File: src/hdl/mcat_pkg.sv
// ----------------------------------------------------------------------------
// mcat_pkg: shared types and constants of the admission test block
// Table entry layout, action codes, iteration bounds and arithmetic width.
// ----------------------------------------------------------------------------
package mcat_pkg;

  localparam int unsigned DEF_TABLE_SLOTS = 16;
  localparam int unsigned TIME_W          = 48;
  localparam int unsigned CRIT_W          = 8;
  localparam int unsigned VAL_W           = 64;
  localparam int unsigned ITER_LIMIT      = 256;
  localparam int unsigned ITER_W          = 9;

  localparam logic [1:0] ACT_WRITE = 2'd0;
  localparam logic [1:0] ACT_CLEAR = 2'd1;
  localparam logic [1:0] ACT_ADMIT = 2'd2;

  typedef struct packed {
    logic [CRIT_W-1:0] level;
    logic [TIME_W-1:0] rm_exec;
    logic [TIME_W-1:0] nominal;
    logic [TIME_W-1:0] exectime;
    logic [TIME_W-1:0] period;
  } entry_t;

endpackage

File: src/hdl/mcat_term.sv
// ----------------------------------------------------------------------------
// mcat_term: interference term unit
// Computes ceil(x / p) * v modulo 2^64, with p of zero taken as one.
// Restoring division one bit a cycle, then a bit-serial multiply.
// ----------------------------------------------------------------------------
module mcat_term (
  input  logic                       clk_i,
  input  logic                       rst_ni,
  input  logic                       start_i,
  input  logic [mcat_pkg::VAL_W-1:0]  x_i,
  input  logic [mcat_pkg::TIME_W-1:0] p_i,
  input  logic [mcat_pkg::VAL_W-1:0]  v_i,
  output logic                       done_o,
  output logic [mcat_pkg::VAL_W-1:0]  result_o
);

  typedef enum logic [1:0] {T_IDLE, T_DIV, T_MUL} tstate_e;

  tstate_e                        state_q;
  logic [5:0]                     cnt_q;
  logic [mcat_pkg::VAL_W-1:0]     quo_q;
  logic [mcat_pkg::TIME_W-1:0]    rem_q;
  logic [mcat_pkg::TIME_W-1:0]    div_q;
  logic [mcat_pkg::VAL_W-1:0]     mcand_q;
  logic [mcat_pkg::VAL_W-1:0]     mplier_q;
  logic [mcat_pkg::VAL_W-1:0]     prod_q;
  logic [mcat_pkg::TIME_W:0]      trial;
  logic                           fits;

  assign trial = {rem_q, quo_q[mcat_pkg::VAL_W-1]};
  assign fits  = trial >= {1'b0, div_q};

  always_ff @(posedge clk_i or negedge rst_ni) begin
    if (!rst_ni) begin
      state_q <= T_IDLE;
      cnt_q   <= '0;
      done_o  <= 1'b0;
    end else begin
      done_o <= (state_q == T_MUL) && (cnt_q == 6'd63);
      unique case (state_q)
        T_IDLE: begin
          if (start_i) begin
            quo_q    <= x_i;
            rem_q    <= '0;
            div_q    <= (p_i == '0) ? mcat_pkg::TIME_W'(1) : p_i;
            mplier_q <= v_i;
            prod_q   <= '0;
            cnt_q    <= '0;
            state_q  <= T_DIV;
          end
        end
        T_DIV: begin
          rem_q <= fits ? mcat_pkg::TIME_W'(trial - {1'b0, div_q})
                        : mcat_pkg::TIME_W'(trial);
          quo_q <= {quo_q[mcat_pkg::VAL_W-2:0], fits};
          cnt_q <= cnt_q + 6'd1;
          if (cnt_q == 6'd63) begin
            state_q <= T_MUL;
          end
        end
        T_MUL: begin
          if (mplier_q[0]) begin
            prod_q <= prod_q + mcand_q;
          end
          mcand_q  <= {mcand_q[mcat_pkg::VAL_W-2:0], 1'b0};
          mplier_q <= {1'b0, mplier_q[mcat_pkg::VAL_W-1:1]};
          cnt_q    <= cnt_q + 6'd1;
          if (cnt_q == 6'd63) begin
            state_q  <= T_IDLE;
          end
        end
        default: state_q <= T_IDLE;
      endcase
      // load the rounded quotient as multiplicand on the last divide step
      if (state_q == T_DIV && cnt_q == 6'd63) begin
        mcand_q <= {quo_q[mcat_pkg::VAL_W-2:0], fits}
                 + mcat_pkg::VAL_W'(((fits ? mcat_pkg::TIME_W'(trial - {1'b0, div_q})
                                           : mcat_pkg::TIME_W'(trial)) != '0));
      end
    end
  end

  assign result_o = prod_q;

endmodule

File: config.mk
export PLATFORM = sky130hd
export DESIGN_NAME = mcat_term
export DESIGN_NICKNAME = d
export VERILOG_FILES = /design/src/hdl/mcat_pkg.sv /design/src/hdl/mcat_term.sv
export SDC_FILE = /design/constraint.sdc
export NUM_CORES = 1
export LEC_CHECK = 0
export BUFFER_PORTS_ARGS = -buffer_cell sky130_fd_sc_hd__buf_2
export CORE_MARGIN = 4
export CORE_UTILIZATION = 60
export DETAILED_ROUTE_END_ITERATION = 12
export PLACE_DENSITY = 0.84
export SLEW_MARGIN = 10
export SYNTH_ARGS = -nofsm -noshare
export SYNTH_HDL_FRONTEND = slang
export SYNTH_SLANG_ARGS = --single-unit
File: constraint.sdc
create_clock -name clk_i -period 8.9 [get_ports clk_i]
set_input_delay 1.335 -clock clk_i [delete_from_list [all_inputs] [get_ports clk_i]]
set_output_delay 1.335 -clock clk_i [all_outputs]
set_load 0.02 [all_outputs]
==> results by group, run 1 <==
Setup path
  – Cell at the slowest stage of the critical path: sky130_fd_sc_hd__nor4_1
  – Worst Path Max Fanout: 40
  – Terminus of the critical flop-to-flop path: mcand_q[46]$_DFFE_PP_
  – Cell count along the critical path: 21
  – Type of element launching the critical path: flip-flop
  – Worst reg2reg path startpoint: rem_q[31]$_SDFFCE_PN0P_
  – Startpoint of the worst setup timing path: rem_q[31]$_SDFFCE_PN0P_
  – Cell depth of the worst flop-to-flop path: 21
  – Type of element capturing the critical path: flip-flop
  – Kind of cell adding the most delay to the critical path: simple AND/OR/NAND/NOR gates
  – Cell with the most instances on the worst path: sky130_fd_sc_hd__ha_1
  – Worst Path Class, Setup: flip-flop to flip-flop
  – CP bufs+invs: 2
  – Ordered cell list for the critical path: ha_1, nand4_1, or4_4, nor4_4, a21o_1, a21oi_1, a31o_4, inv_2, buf_4, nor2_1, a31oi_1, a2111oi_2, nand3_1, ha_1, ha_1, and2_1, nand2_1, nor4_1, nand4_1, xor2_1, o21ai_0
  – Worst Path Arrival: 7260 ps
  – Largest stage delay, worst path: 970 ps
  – Critical Path RT: 9170 ps
  – Destination of the critical timing path: mcand_q[46]$_DFFE_PP_
  – R2R setup slack: 1910 ps

Timing
  – Slew @ Worst Pin: 1140 ps
  – Maximum clock frequency: 143 MHz
  – Worst slew margin: 23.3%
  – Total of endpoints with negative setup slack in the final report: 0
  – Setup repair after global routing missed its margin: false
  – Worst hold slack: 529 ps
  – Clock period minus worst slack: 6990 ps
  – Setup TNS: 0 ps
  – Final Hold Viols: 0
  – Clock Skew: 15.6 ps
  – Final Slew Violations: 0
  – Final period util: 78.5%

Global route
  – Total gr overflow: 0
  – Wire length of the first global-routing pass: 98.7 mm
  – Initial antenna violation count: 20
  – GRT Util Overall: 29.6%
  – Maximum number of pins on one net before global-route repair: 105
  – Number of global-route vias before repair: 18,224

Detailed routing
  – Iteration count of the initial detailed-routing pass: 7
  – Antenna-violating nets left: 0
  – Number of design rule violations left after detail routing: 0
  – Number of DRC markers in iteration 0: 1,522
  – DR vias: 18,864
  – WL final: 64.8 mm
  – Routed vias/inst: 6.22
  – Routed WL per cell: 21.4 µm

Die
  – Number of top-level design ports: 244
  – Core area: 0.0386 mm²
  – Width of the die: 205 µm
  – Total number of placement rows: 72
  – Die Footprint: 0.0422 mm²
  – Die H: 205 µm
  – Effective utilization at floorplan: 60.6%

Clock tree
  – Post-cts repair resize count: 0
  – Post-CTS setup buffer count: 0
  – Number of hold buffers added after cts: 0
  – Clock buffer count from CTS: 41
  – CTS tree: done
  – Register clock-pin slew on the reported worst setup and hold paths: 60 ps
  – Clock insertion delay at the later pin of the skew report: 570 ps
  – Clock tree root buffer cell: sky130_fd_sc_hd__clkbuf_16
  – Num Clock Sinks: 361
  – Clock buffer depth: 3
  – Level count of the clock H-tree: 2

Logic synthesis
  – Cell area after synthesis: 0.0234 mm²
  – Cell taking the most area after synthesis: sky130_fd_sc_hd__edfxtp_1
  – Cell variety after synth: 96
  – Biggest area contributors in the synthesized netlist: sky130_fd_sc_hd__edfxtp_1 (45%), sky130_fd_sc_hd__ha_1 (6.3%), sky130_fd_sc_hd__mux2_2 (6.3%), sky130_fd_sc_hd__nand2_1 (3.5%), sky130_fd_sc_hd__a21oi_1 (3.1%)
  – Primary FF master, synth: sky130_fd_sc_hd__edfxtp_1
  – Post-synthesis register bit count: 361
  – Fraction of post-synthesis cell area in the top cell type by area: 45.2%
  – Net Count, Synth: 2,603
  – Number of cells produced by synthesis: 2,304
  – Share of the yosys chip area belonging to registers: 46.2%
  – Number of flops mapped to enable cells by yosys: 352
  – Average cell area after synthesis: 10.1 µm²
  – Warnings, synthesis: 0
  – Asr flop ratio synth: 2.49%

Layout
  – Share of layout cells above drive strength 1: 19.4%
  – Most common cell after layout, fill and taps aside: sky130_fd_sc_hd__edfxtp_1
  – Area added between synthesis and finish: 12.1%
  – Post-layout nets: 2,761
  – Non-Filler Instances: 3,032
  – Leading cell types in the layout, fill and taps excluded: sky130_fd_sc_hd__edfxtp_1 (352), sky130_fd_sc_hd__buf_2 (243), sky130_fd_sc_hd__nand2_1 (218)

Placement
  – Placed cell count: 2,937
  – HPWL after detailed placement: 48.2 mm
  – PortBufs: 243
  – Placer's final routability congestion estimate: 0.986

Pwr
  – Cell Pwr Density: 249 mW/mm²
  – Leakage power summed over all cells: 0.0103 µW
  – VDD IR-drop max: 0.193 mV

Hold path
  – Type of the worst min-delay path: flip-flop to flip-flop

Job
  – Number of max-capacitance violations reported: 0

Run status
  – Status: finished clean
==> flip-flops by register name, summed over array words and instances, names as in the netlist <==
register / cells
mplier_q: 64
cnt_q: 6
done_o: 1
mcand_q: 64
rem_q: 48
state_q: 2
quo_q: 64
div_q: 48
result_o: 64
==> through the flow <==
step                      setup WS, ps  power, µW  util [%]  instance area [µm²]
after CTS                         2020       6490      67.8                26100
after floorplan                   2310       4140         -                23400
after global placement            2350       4730      64.3                24800
final                             1910       6520      67.9                26200
after detailed placement          2040       4780      64.3                24800
after global routing              1550       6840      67.9                26200
==> worst min path at each step <==
stage | startpoint | end | cells after the start
4_1_cts | cnt_q[1]$_DFFE_PN0P_ | cnt_q[1]$_DFFE_PN0P_ | 1
5_1_grt | mplier_q[29]$_DFFE_PP_ | mplier_q[28]$_DFFE_PP_ | 1
6_report | cnt_q[1]$_DFFE_PN0P_ | cnt_q[1]$_DFFE_PN0P_ | 1
2_1_floorplan | cnt_q[0]$_DFFE_PN0P_ | cnt_q[0]$_DFFE_PN0P_ | 1
3_3_place_gp | cnt_q[1]$_DFFE_PN0P_ | cnt_q[1]$_DFFE_PN0P_ | 1
3_5_place_dp | cnt_q[1]$_DFFE_PN0P_ | cnt_q[1]$_DFFE_PN0P_ | 1
==> power breakdown <==
group / internal (µW) / switching [µW] / total, µW
combinational: 881 / 1500 / 2380
clock: 1020 / 694 / 1710
sequential: 2230 / 193 / 2430
==> cells in the mapped netlist, types with 5 or more instances <==
library cell and count:
sky130_fd_sc_hd__a211o_1 9, sky130_fd_sc_hd__a211oi_1 23, sky130_fd_sc_hd__a21boi_0 8, sky130_fd_sc_hd__a21o_1 62, sky130_fd_sc_hd__a21oi_1 146, sky130_fd_sc_hd__a31oi_1 15, sky130_fd_sc_hd__a41oi_1 5, sky130_fd_sc_hd__and2_1 29
sky130_fd_sc_hd__and3_1 28, sky130_fd_sc_hd__and4_1 13, sky130_fd_sc_hd__buf_1 6, sky130_fd_sc_hd__buf_2 21, sky130_fd_sc_hd__clkbuf_1 106, sky130_fd_sc_hd__dfrtp_1 9, sky130_fd_sc_hd__edfxtp_1 352, sky130_fd_sc_hd__ha_1 118
sky130_fd_sc_hd__inv_1 92, sky130_fd_sc_hd__mux2_2 130, sky130_fd_sc_hd__mux2i_1 21, sky130_fd_sc_hd__nand2_1 219, sky130_fd_sc_hd__nand2b_1 17, sky130_fd_sc_hd__nand3_1 71, sky130_fd_sc_hd__nand4_1 51, sky130_fd_sc_hd__nor2_1 177
sky130_fd_sc_hd__nor2b_1 17, sky130_fd_sc_hd__nor3_1 40, sky130_fd_sc_hd__nor3b_1 6, sky130_fd_sc_hd__nor4_1 35, sky130_fd_sc_hd__o211ai_1 15, sky130_fd_sc_hd__o21a_1 19, sky130_fd_sc_hd__o21ai_0 128, sky130_fd_sc_hd__o21ai_1 15
sky130_fd_sc_hd__o21ba_2 5, sky130_fd_sc_hd__o21bai_1 15, sky130_fd_sc_hd__o31ai_1 17, sky130_fd_sc_hd__or3_1 18, sky130_fd_sc_hd__or4_1 9, sky130_fd_sc_hd__xnor2_1 58, sky130_fd_sc_hd__xor2_1 80
==> layout make-up <==
| type | instances | area [µm²] |
|---|---|---|
| antenna | 20 | 50.0 |
| clock buffer | 62 | 1200 |
| clock inverter | 13 | 149 |
| fill | 3058 | 12400 |
| inverter | 94 | 353 |
| multi-input combinational | 1709 | 11700 |
| sequential | 361 | 10800 |
| tap | 518 | 648 |
| timing repair buffer | 255 | 1310 |
==> worst reg2reg max path, cell delays in order (launching register included) <==
cell	delay [ps]
sky130_fd_sc_hd__edfxtp_1	420
sky130_fd_sc_hd__ha_1	500
sky130_fd_sc_hd__nand4_1	240
sky130_fd_sc_hd__or4_4	620
sky130_fd_sc_hd__nor4_4	220
sky130_fd_sc_hd__a21o_1	170
sky130_fd_sc_hd__a21oi_1	60
sky130_fd_sc_hd__a31o_4	410
sky130_fd_sc_hd__inv_2	670
sky130_fd_sc_hd__buf_4	450
sky130_fd_sc_hd__nor2_1	90
sky130_fd_sc_hd__a31oi_1	190
sky130_fd_sc_hd__a2111oi_2	80
sky130_fd_sc_hd__nand3_1	140
sky130_fd_sc_hd__ha_1	240
sky130_fd_sc_hd__ha_1	240
sky130_fd_sc_hd__and2_1	280
sky130_fd_sc_hd__nand2_1	240
sky130_fd_sc_hd__nor4_1	980
sky130_fd_sc_hd__nand4_1	220
sky130_fd_sc_hd__xor2_1	170
sky130_fd_sc_hd__o21ai_0	80
==> routing by layer <==
layer  up-vias  global-route usage (%)  wire length [µm]  share of wire (%)
met4         0                    13.8              2920                4.5
met5         -                       0                 0                  0
li1       8897                       -                 -                  -
met3       163                    3.99              4200                6.5
met1      9053                    39.1             26400                 41
met2       751                    48.9             31300                 48
==> cell families after synthesis <==
logic type | after synthesis | share of synthesized area [%]
buf+inv | 234 | 4.00
simple gates | 752 | 15.8
flops | 361 | 46.2
compound gates | 547 | 15.1
mux | 152 | 7.21
fa+ha+maj | 120 | 6.49
xor+xnor | 138 | 5.17
Power figures use the tool's default switching activity.
==> run 2: changes to the inputs <==
clock period = 6.6 ns   (was 8.9 ns; I/O delays follow)
==> run 2 against run 1 <==
Routed wire length is 1.3% lower. Final area is 0.10% higher. Fmax is 16% higher. Sequential cell count stayed put. Clock skew is 8.8 ps higher. Via count is 0.95% lower. Register-to-register slack worse by 1300 ps. Clock-buffer cell count is 13 lower. Sequential share of layout area hardly changed.
==> results by group, run 2 (same netlist as run 1, synthesis figures left out) <==
Layout
  – Most common cell after layout, fill and taps aside: sky130_fd_sc_hd__edfxtp_1 (unchanged)
  – Filler instances: 2,996 (was 3,058)
  – Post-layout nets: 2,766 (was 2,761)
  – Share of layout cells above drive strength 1: 19.5% (was 19.4%)
  – Area added between synthesis and finish: 12.2% (was 12.1%)
  – Leading cell types in the layout, fill and taps excluded: sky130_fd_sc_hd__edfxtp_1 (352), sky130_fd_sc_hd__buf_2 (243), sky130_fd_sc_hd__nand2_1 (218) (unchanged)
  – Non-Filler Instances: 3,026 (was 3,032)

Setup path
  – Cell count along the critical path: 23 (was 21)
  – Type of element capturing the critical path: flip-flop (unchanged)
  – Kind of cell adding the most delay to the critical path: simple AND/OR/NAND/NOR gates (unchanged)
  – Critical Path RT: 6910 ps (was 9170 ps)
  – Cell with the most instances on the worst path: sky130_fd_sc_hd__ha_1 (unchanged)
  – CP bufs+invs: 1 (was 2)
  – Terminus of the critical flop-to-flop path: mcand_q[58]$_DFFE_PP_ (was mcand_q[46]$_DFFE_PP_)
  – Cell depth of the worst flop-to-flop path: 23 (was 21)
  – Ordered cell list for the critical path: inv_1, ha_1, fa_1, nand2b_1, a21boi_0, o21ai_1, o31ai_1, xor2_1, nor4_1, and4_1, nand4_1, a2111oi_2, nand3_1, ha_1, ha_1, and2_1, nand2_1, nor3_2, nand2b_1, or3_1, nor3_1, xnor2_1, o21ai_1 (was ha_1, nand4_1, or4_4, nor4_4, a21o_1, a21oi_1, a31o_4, inv_2, buf_4, nor2_1, a31oi_1, a2111oi_2, nand3_1, ha_1, ha_1, and2_1, nand2_1, nor4_1, nand4_1, xor2_1, o21ai_0)
  – Cell at the slowest stage of the critical path: sky130_fd_sc_hd__a2111oi_2 (was sky130_fd_sc_hd__nor4_1)
  – R2R setup slack: 600 ps (was 1910 ps)
  – Worst Path Arrival: 6320 ps (was 7260 ps)
  – Worst Path Class, Setup: flip-flop to flip-flop (unchanged)
  – Worst reg2reg path startpoint: quo_q[63]$_DFFE_PP_ (was rem_q[31]$_SDFFCE_PN0P_)
  – Worst Path Max Fanout: 6 (was 40)
  – Type of element launching the critical path: flip-flop (unchanged)
  – Largest stage delay, worst path: 580 ps (was 970 ps)

Pwr
  – Int Pwr: 5610 µW (was 4130 µW)
  – Switching Share: 36.5% (was 36.6%)
  – VDD IR-drop max: 0.285 mV (was 0.193 mV)
  – Proportion of power drawn by flip-flops and latches: 37.1% (was 37.2%)
  – Clock power share: 26.6% (was 26.3%)
  – Leakage power summed over all cells: 0.0103 µW (about the same)
  – Cell Pwr Density: 337 mW/mm² (was 249 mW/mm²)
  – Total power after layout: 8830 µW (was 6520 µW)
  – Combinational share of power: 36.3% (was 36.5%)
  – Switching power: 3220 µW (was 2390 µW)

Placement
  – HPWL after detailed placement: 48.4 mm (was 48.2 mm)
  – PortBufs: 243 (unchanged)
  – Placer's final routability congestion estimate: 0.955 (was 0.986)
  – Placed cell count: 2,943 (was 2,937)

Clock tree
  – Clock insertion delay at the later pin of the skew report: 580 ps (was 570 ps)
  – Post-CTS setup buffer count: 0 (unchanged)
  – Clock buffer depth: 3 (unchanged)
  – Num Clock Sinks: 361 (unchanged)
  – Number of hold buffers added after cts: 0 (unchanged)
  – Post-cts repair resize count: 0 (unchanged)
  – Register clock-pin slew on the reported worst setup and hold paths: 70 ps (was 60 ps)
  – CTS tree: done (unchanged)
  – Level count of the clock H-tree: 2 (unchanged)
  – Clock tree root buffer cell: sky130_fd_sc_hd__clkbuf_16 (unchanged)
  – Clock buffer count from CTS: 40 (was 41)

Global route
  – Number of global-route vias before repair: 18,160 (was 18,224)
  – Wire length of the first global-routing pass: 98.5 mm (was 98.7 mm)
  – Maximum number of pins on one net before global-route repair: 105 (unchanged)
  – Total gr overflow: 0 (unchanged)
  – GRT Util Overall: 29.6% (about the same)
  – Initial antenna violation count: 11 (was 20)

Die
  – Width of the die: 205 µm (unchanged)
  – Die H: 205 µm (unchanged)
  – Number of top-level design ports: 244 (unchanged)
  – Core area: 0.0386 mm² (unchanged)
  – Total number of placement rows: 72 (unchanged)
  – Effective utilization at floorplan: 60.6% (unchanged)
  – Die Footprint: 0.0422 mm² (unchanged)

Timing
  – Slew @ Worst Pin: 1060 ps (was 1140 ps)
  – Maximum clock frequency: 167 MHz (was 143 MHz)
  – Setup TNS: 0 ps (unchanged)
  – Final Hold Viols: 0 (unchanged)
  – Clock Skew: 24.4 ps (was 15.6 ps)
  – Clock period minus worst slack: 6000 ps (was 6990 ps)
  – Worst slew margin: 29.3% (was 23.3%)
  – Final period util: 91.0% (was 78.5%)
  – Total of endpoints with negative setup slack in the final report: 0 (unchanged)
  – Setup repair after global routing missed its margin: false (unchanged)
  – Final Slew Violations: 0 (unchanged)

Detailed routing
  – Routed WL per cell: 21.1 µm (was 21.4 µm)
  – Antenna-violating nets left: 0 (unchanged)
  – Iteration count of the initial detailed-routing pass: 6 (was 7)
  – WL final: 63.9 mm (was 64.8 mm)
  – Routed vias/inst: 6.17 (was 6.22)
  – DR vias: 18,684 (was 18,864)
  – Number of DRC markers in iteration 0: 1,635 (was 1,522)
  – Number of design rule violations left after detail routing: 0 (unchanged)

Hold path
  – Type of the worst min-delay path: input port to asynchronous set/reset pin (was flip-flop to flip-flop)

Run status
  – Status: finished clean (unchanged)

Job
  – Number of max-capacitance violations reported: 0 (unchanged)
==> run 2: changes by cell type in the layout (fill, tap and decap cells not counted) <==
cell	before	now
sky130_fd_sc_hd__diode_2	20	11
sky130_fd_sc_hd__buf_4	12	18
sky130_fd_sc_hd__clkbuf_1	14	9
sky130_fd_sc_hd__clkbuf_8	5	0
sky130_fd_sc_hd__clkinv_1	1	6
sky130_fd_sc_hd__bufinv_16	3	7
sky130_fd_sc_hd__clkbuf_16	43	40
sky130_fd_sc_hd__clkinv_4	1	0
sky130_fd_sc_hd__clkinv_8	0	1
sky130_fd_sc_hd__inv_16	0	1
==> run 2: power by group through the flow <==
stage                     registers, µW  clock network, µW  logic (µW)
final                              3270               2350        3200
after global routing               3300               2480        3490
after floorplan                    3280                  0        2310
after CTS                          3260               2380        3160
after global placement             3280                  0        3110
after detailed placement           3310                  0        3140
==> run 2: area by class of cell <==
cell class	count	area (µm²)	share of cell area [%]
well taps	518	648	2.47
flip-flops and latches	361	10800	41.2
repair buffers	261	1350	5.16
diodes	11	27.5	0.105
clock buffers	49	1030	3.95
clock inverters	23	315	1.20
multi-input cells	1709	11700	44.6
inverters	94	353	1.35
==> run 2: how the worst max path moves through the flow <==
stage,to,from,slack (ps)
finish,mcand_q[58]$_DFFE_PP_,quo_q[63]$_DFFE_PP_,600
global route,mcand_q[42]$_DFFE_PP_,rem_q[31]$_SDFFCE_PN0P_,130
global placement,mcand_q[46]$_DFFE_PP_,rem_q[32]$_SDFFCE_PN0P_,870
floorplan,mcand_q[0]$_SDFFCE_PN0P_,cnt_q[0]$_DFFE_PN0P_,40
CTS,mcand_q[40]$_DFFE_PP_,rem_q[31]$_SDFFCE_PN0P_,680
detailed placement,mcand_q[46]$_DFFE_PP_,rem_q[31]$_SDFFCE_PN0P_,710
==> run 2: through the flow <==
| step | utilization [%] | setup slack [ps] | instance area (µm²) | hold WS, ps |
|---|---|---|---|---|
| 3_5_place_dp | 64.4 | 715 | 24800 | 522 |
| 6_report | 68.0 | 597 | 26200 | 274 |
| 3_3_place_gp | 64.4 | 865 | 24800 | 505 |
| 4_1_cts | 67.9 | 678 | 26200 | 255 |
| 2_1_floorplan | - | 42.9 | 23400 | 485 |
| 5_1_grt | 68.0 | 129 | 26200 | 281 |
==> run 2: worst register-to-register path: stages, from the launching register on <==
cell and delay (ps):
sky130_fd_sc_hd__edfxtp_1 380, sky130_fd_sc_hd__inv_1 60, sky130_fd_sc_hd__ha_1 220, sky130_fd_sc_hd__fa_1 400, sky130_fd_sc_hd__nand2b_1 200, sky130_fd_sc_hd__a21boi_0 340
sky130_fd_sc_hd__o21ai_1 240, sky130_fd_sc_hd__o31ai_1 370, sky130_fd_sc_hd__xor2_1 180, sky130_fd_sc_hd__nor4_1 350, sky130_fd_sc_hd__and4_1 250, sky130_fd_sc_hd__nand4_1 120
sky130_fd_sc_hd__a2111oi_2 580, sky130_fd_sc_hd__nand3_1 210, sky130_fd_sc_hd__ha_1 280, sky130_fd_sc_hd__ha_1 240, sky130_fd_sc_hd__and2_1 240, sky130_fd_sc_hd__nand2_1 270
sky130_fd_sc_hd__nor3_2 110, sky130_fd_sc_hd__nand2b_1 130, sky130_fd_sc_hd__or3_1 240, sky130_fd_sc_hd__nor3_1 100, sky130_fd_sc_hd__xnor2_1 160, sky130_fd_sc_hd__o21ai_1 70
==> run 2: layer usage <==
layer  up-vias  GRT usage [%]  part of all wire (%)
li1       8916              -                     -
met1      8880           39.7                    41
met2       738           48.6                    48
met3       150           3.80                   6.3
met4         0           12.8                   4.6
met5         -              0                     0
==> run 3: changes to the inputs <==
GPL_TIMING_DRIVEN = 0   (was default)
==> run 3 against run 2 <==
Global-route usage increased by 0.95 points. First-iteration DRC count increased by 6.1%. Register-to-register slack got worse by 400 ps. Routed wire length increased by 3.5%. Sequential share of layout area decreased by 0.84 points. Die area unchanged.
==> results by group, run 3 (same netlist as run 1, synthesis figures left out) <==
Layout
  – Design area: 0.0268 mm² (was 0.0262 mm²)
  – Post-layout nets: 2,893 (was 2,766)
  – Share of layout cells above drive strength 1: 19.0% (was 19.5%)
  – Most common cell after layout, fill and taps aside: sky130_fd_sc_hd__edfxtp_1 (unchanged)
  – Leading cell types in the layout, fill and taps excluded: sky130_fd_sc_hd__edfxtp_1 (352), sky130_fd_sc_hd__buf_2 (264), sky130_fd_sc_hd__nand2_1 (219) (was sky130_fd_sc_hd__edfxtp_1 (352), sky130_fd_sc_hd__buf_2 (243), sky130_fd_sc_hd__nand2_1 (218))
  – Area added between synthesis and finish: 14.5% (was 12.2%)

Timing
  – Total of endpoints with negative setup slack in the final report: 0 (unchanged)
  – Clock period minus worst slack: 6410 ps (was 6000 ps)
  – Maximum clock frequency: 156 MHz (was 167 MHz)
  – Final worst setup slack: 193 ps (was 597 ps)
  – Worst slew margin: 27.3% (was 29.3%)
  – Final period util: 97.1% (was 91.0%)
  – Slew @ Worst Pin: 1080 ps (was 1060 ps)
  – Worst hold slack: 281 ps (was 274 ps)
  – Final Hold Viols: 0 (unchanged)
  – Setup TNS: 0 ps (unchanged)
  – Final Slew Violations: 0 (unchanged)
  – Clock Skew: 25.6 ps (was 24.4 ps)

Detailed routing
  – WL final: 66.2 mm (was 63.9 mm)
  – Routed WL per cell: 21.0 µm (was 21.1 µm)
  – Iteration count of the initial detailed-routing pass: 7 (was 6)
  – DR vias: 19,413 (was 18,684)
  – Number of design rule violations left after detail routing: 0 (unchanged)
  – Number of DRC markers in iteration 0: 1,735 (was 1,635)
  – Routed vias/inst: 6.16 (was 6.17)
  – Antenna-violating nets left: 0 (unchanged)

Pwr
  – Leakage power summed over all cells: 0.0105 µW (was 0.0103 µW)
  – Int Pwr: 5570 µW (was 5610 µW)
  – Switching Share: 37.4% (was 36.5%)
  – VDD IR-drop max: 0.296 mV (was 0.285 mV)
  – Clock power share: 25.4% (was 26.6%)
  – Combinational share of power: 37.8% (was 36.3%)
  – Switching power: 3320 µW (was 3220 µW)
  – Cell Pwr Density: 332 mW/mm² (was 337 mW/mm²)
  – Proportion of power drawn by flip-flops and latches: 36.8% (was 37.1%)

Global route
  – GRT Util Overall: 30.5% (was 29.6%)
  – Total gr overflow: 0 (unchanged)
  – Number of global-route vias before repair: 19,050 (was 18,160)
  – Maximum number of pins on one net before global-route repair: 66 (was 105)
  – Initial antenna violation count: 9 (was 11)
  – Wire length of the first global-routing pass: 102 mm (was 98.5 mm)

Setup path
  – Cell at the slowest stage of the critical path: sky130_fd_sc_hd__edfxtp_1 (was sky130_fd_sc_hd__a2111oi_2)
  – Startpoint of the worst setup timing path: rem_q[14]$_SDFFCE_PN0P_ (was quo_q[63]$_DFFE_PP_)
  – Type of element launching the critical path: flip-flop (unchanged)
  – Worst Path Arrival: 6710 ps (was 6320 ps)
  – Critical Path RT: 6910 ps (about the same)
  – Largest stage delay, worst path: 520 ps (was 580 ps)
  – Worst Path Class, Setup: flip-flop to flip-flop (unchanged)
  – Type of element capturing the critical path: flip-flop (unchanged)
  – Worst Path Max Fanout: 10 (was 6)
  – R2R setup slack: 190 ps (was 600 ps)
  – Worst reg2reg path startpoint: rem_q[14]$_SDFFCE_PN0P_ (was quo_q[63]$_DFFE_PP_)

Die
  – Width of the die: 205 µm (unchanged)
  – Total number of placement rows: 72 (unchanged)
  – Die Footprint: 0.0422 mm² (unchanged)
  – Effective utilization at floorplan: 60.6% (unchanged)
  – Core area: 0.0386 mm² (unchanged)
  – Die H: 205 µm (unchanged)
  – Number of top-level design ports: 244 (unchanged)

Clock tree
  – Clock tree root buffer cell: sky130_fd_sc_hd__clkbuf_16 (unchanged)
  – CTS tree: done (unchanged)
  – Num Clock Sinks: 361 (unchanged)
  – Level count of the clock H-tree: 2 (unchanged)
  – Clock insertion delay at the later pin of the skew report: 580 ps (about the same)
  – Clock buffer count from CTS: 40 (unchanged)
  – Register clock-pin slew on the reported worst setup and hold paths: 60 ps (was 70 ps)
  – Clock buffer depth: 3 (unchanged)

Job
  – Number of max-capacitance violations reported: 0 (unchanged)

Hold path
  – Type of the worst min-delay path: input port to asynchronous set/reset pin (unchanged)

Run status
  – Status: finished clean (unchanged)

Placement
  – HPWL after detailed placement: 50.9 mm (was 48.4 mm)
  – Post-detailed-placement cell area: 0.0254 mm² (was 0.0248 mm²)
  – Place WS: 45.3 ps (was 715 ps)
  – PortBufs: 243 (unchanged)
  – Placer's final routability congestion estimate: 0.950 (was 0.955)
==> run 3: power by group through the flow <==
stage	clock, µW	sequential (µW)	combinational, µW
2_1_floorplan	0	3280	2310
3_3_place_gp	0	3330	3150
3_5_place_dp	0	3310	3260
4_1_cts	2280	3260	3290
5_1_grt	2380	3300	3650
6_report	2250	3280	3360
==> run 3: final timing paths <==
check	cells past startpoint	end
max	27	mcand_q[58]$_DFFE_PP_
min	1	cnt_q[5]$_DFFE_PN0P_
max reg2reg	27	mcand_q[58]$_DFFE_PP_
min reg2reg	1	cnt_q[1]$_DFFE_PN0P_
max in group asynchronous	1	state_q[0]$_DFFE_PN0P_
min in group clk_i	1	cnt_q[1]$_DFFE_PN0P_
==> run 3: timing repair <==
item / in CTS / in global routing
buffers inserted: 0 / 0
hold endpoints to repair: 0 / 0
hold buffers: 0 / 0
gates resized for setup: 1 / 7
setup endpoints to repair: 4 / 10
==> run 3: area by class of cell <==
class                   count  area [µm²]
fillers                  2968       11800
plain buffers             140         583
repair buffers            248        1340
clock buffers              59        1130
flip-flops and latches    361       10800
multi-input cells        1709       11700
inverters                  94         353
clock inverters            14         174
diodes                      9        22.5
well taps                 518         648
==> run 3: worst max-delay path: cells and delay by family (launching register included) <==
family,cells,cell delay (ps)
compound gates,6,1190
flops,1,520
simple gates,11,2280
xor+xnor,1,170
buf+inv,6,1140
fa+ha+maj,3,840
==> run 3: per-stage QoR <==
stage / total power (µW) / util [%] / std cells
finish: 8890 / 69.4 / 3152
global route: 9320 / 69.4 / 3152
CTS: 8830 / 69.2 / 3143
detailed placement: 6570 / 65.8 / 3070
global placement: 6480 / 65.4 / 3065
floorplan: 5590 / - / 2304
==> run 3: routing by layer <==
metal / part of all wire, % / wire (µm) / vias up / GRT usage (%)
met5: 0 / 0 / - / 0
met4: 3.6 / 2400 / 0 / 11.6
met3: 6.8 / 4530 / 156 / 3.78
met2: 50 / 32900 / 826 / 53.0
met1: 40 / 26400 / 9286 / 39.2
li1: - / - / 9145 / -
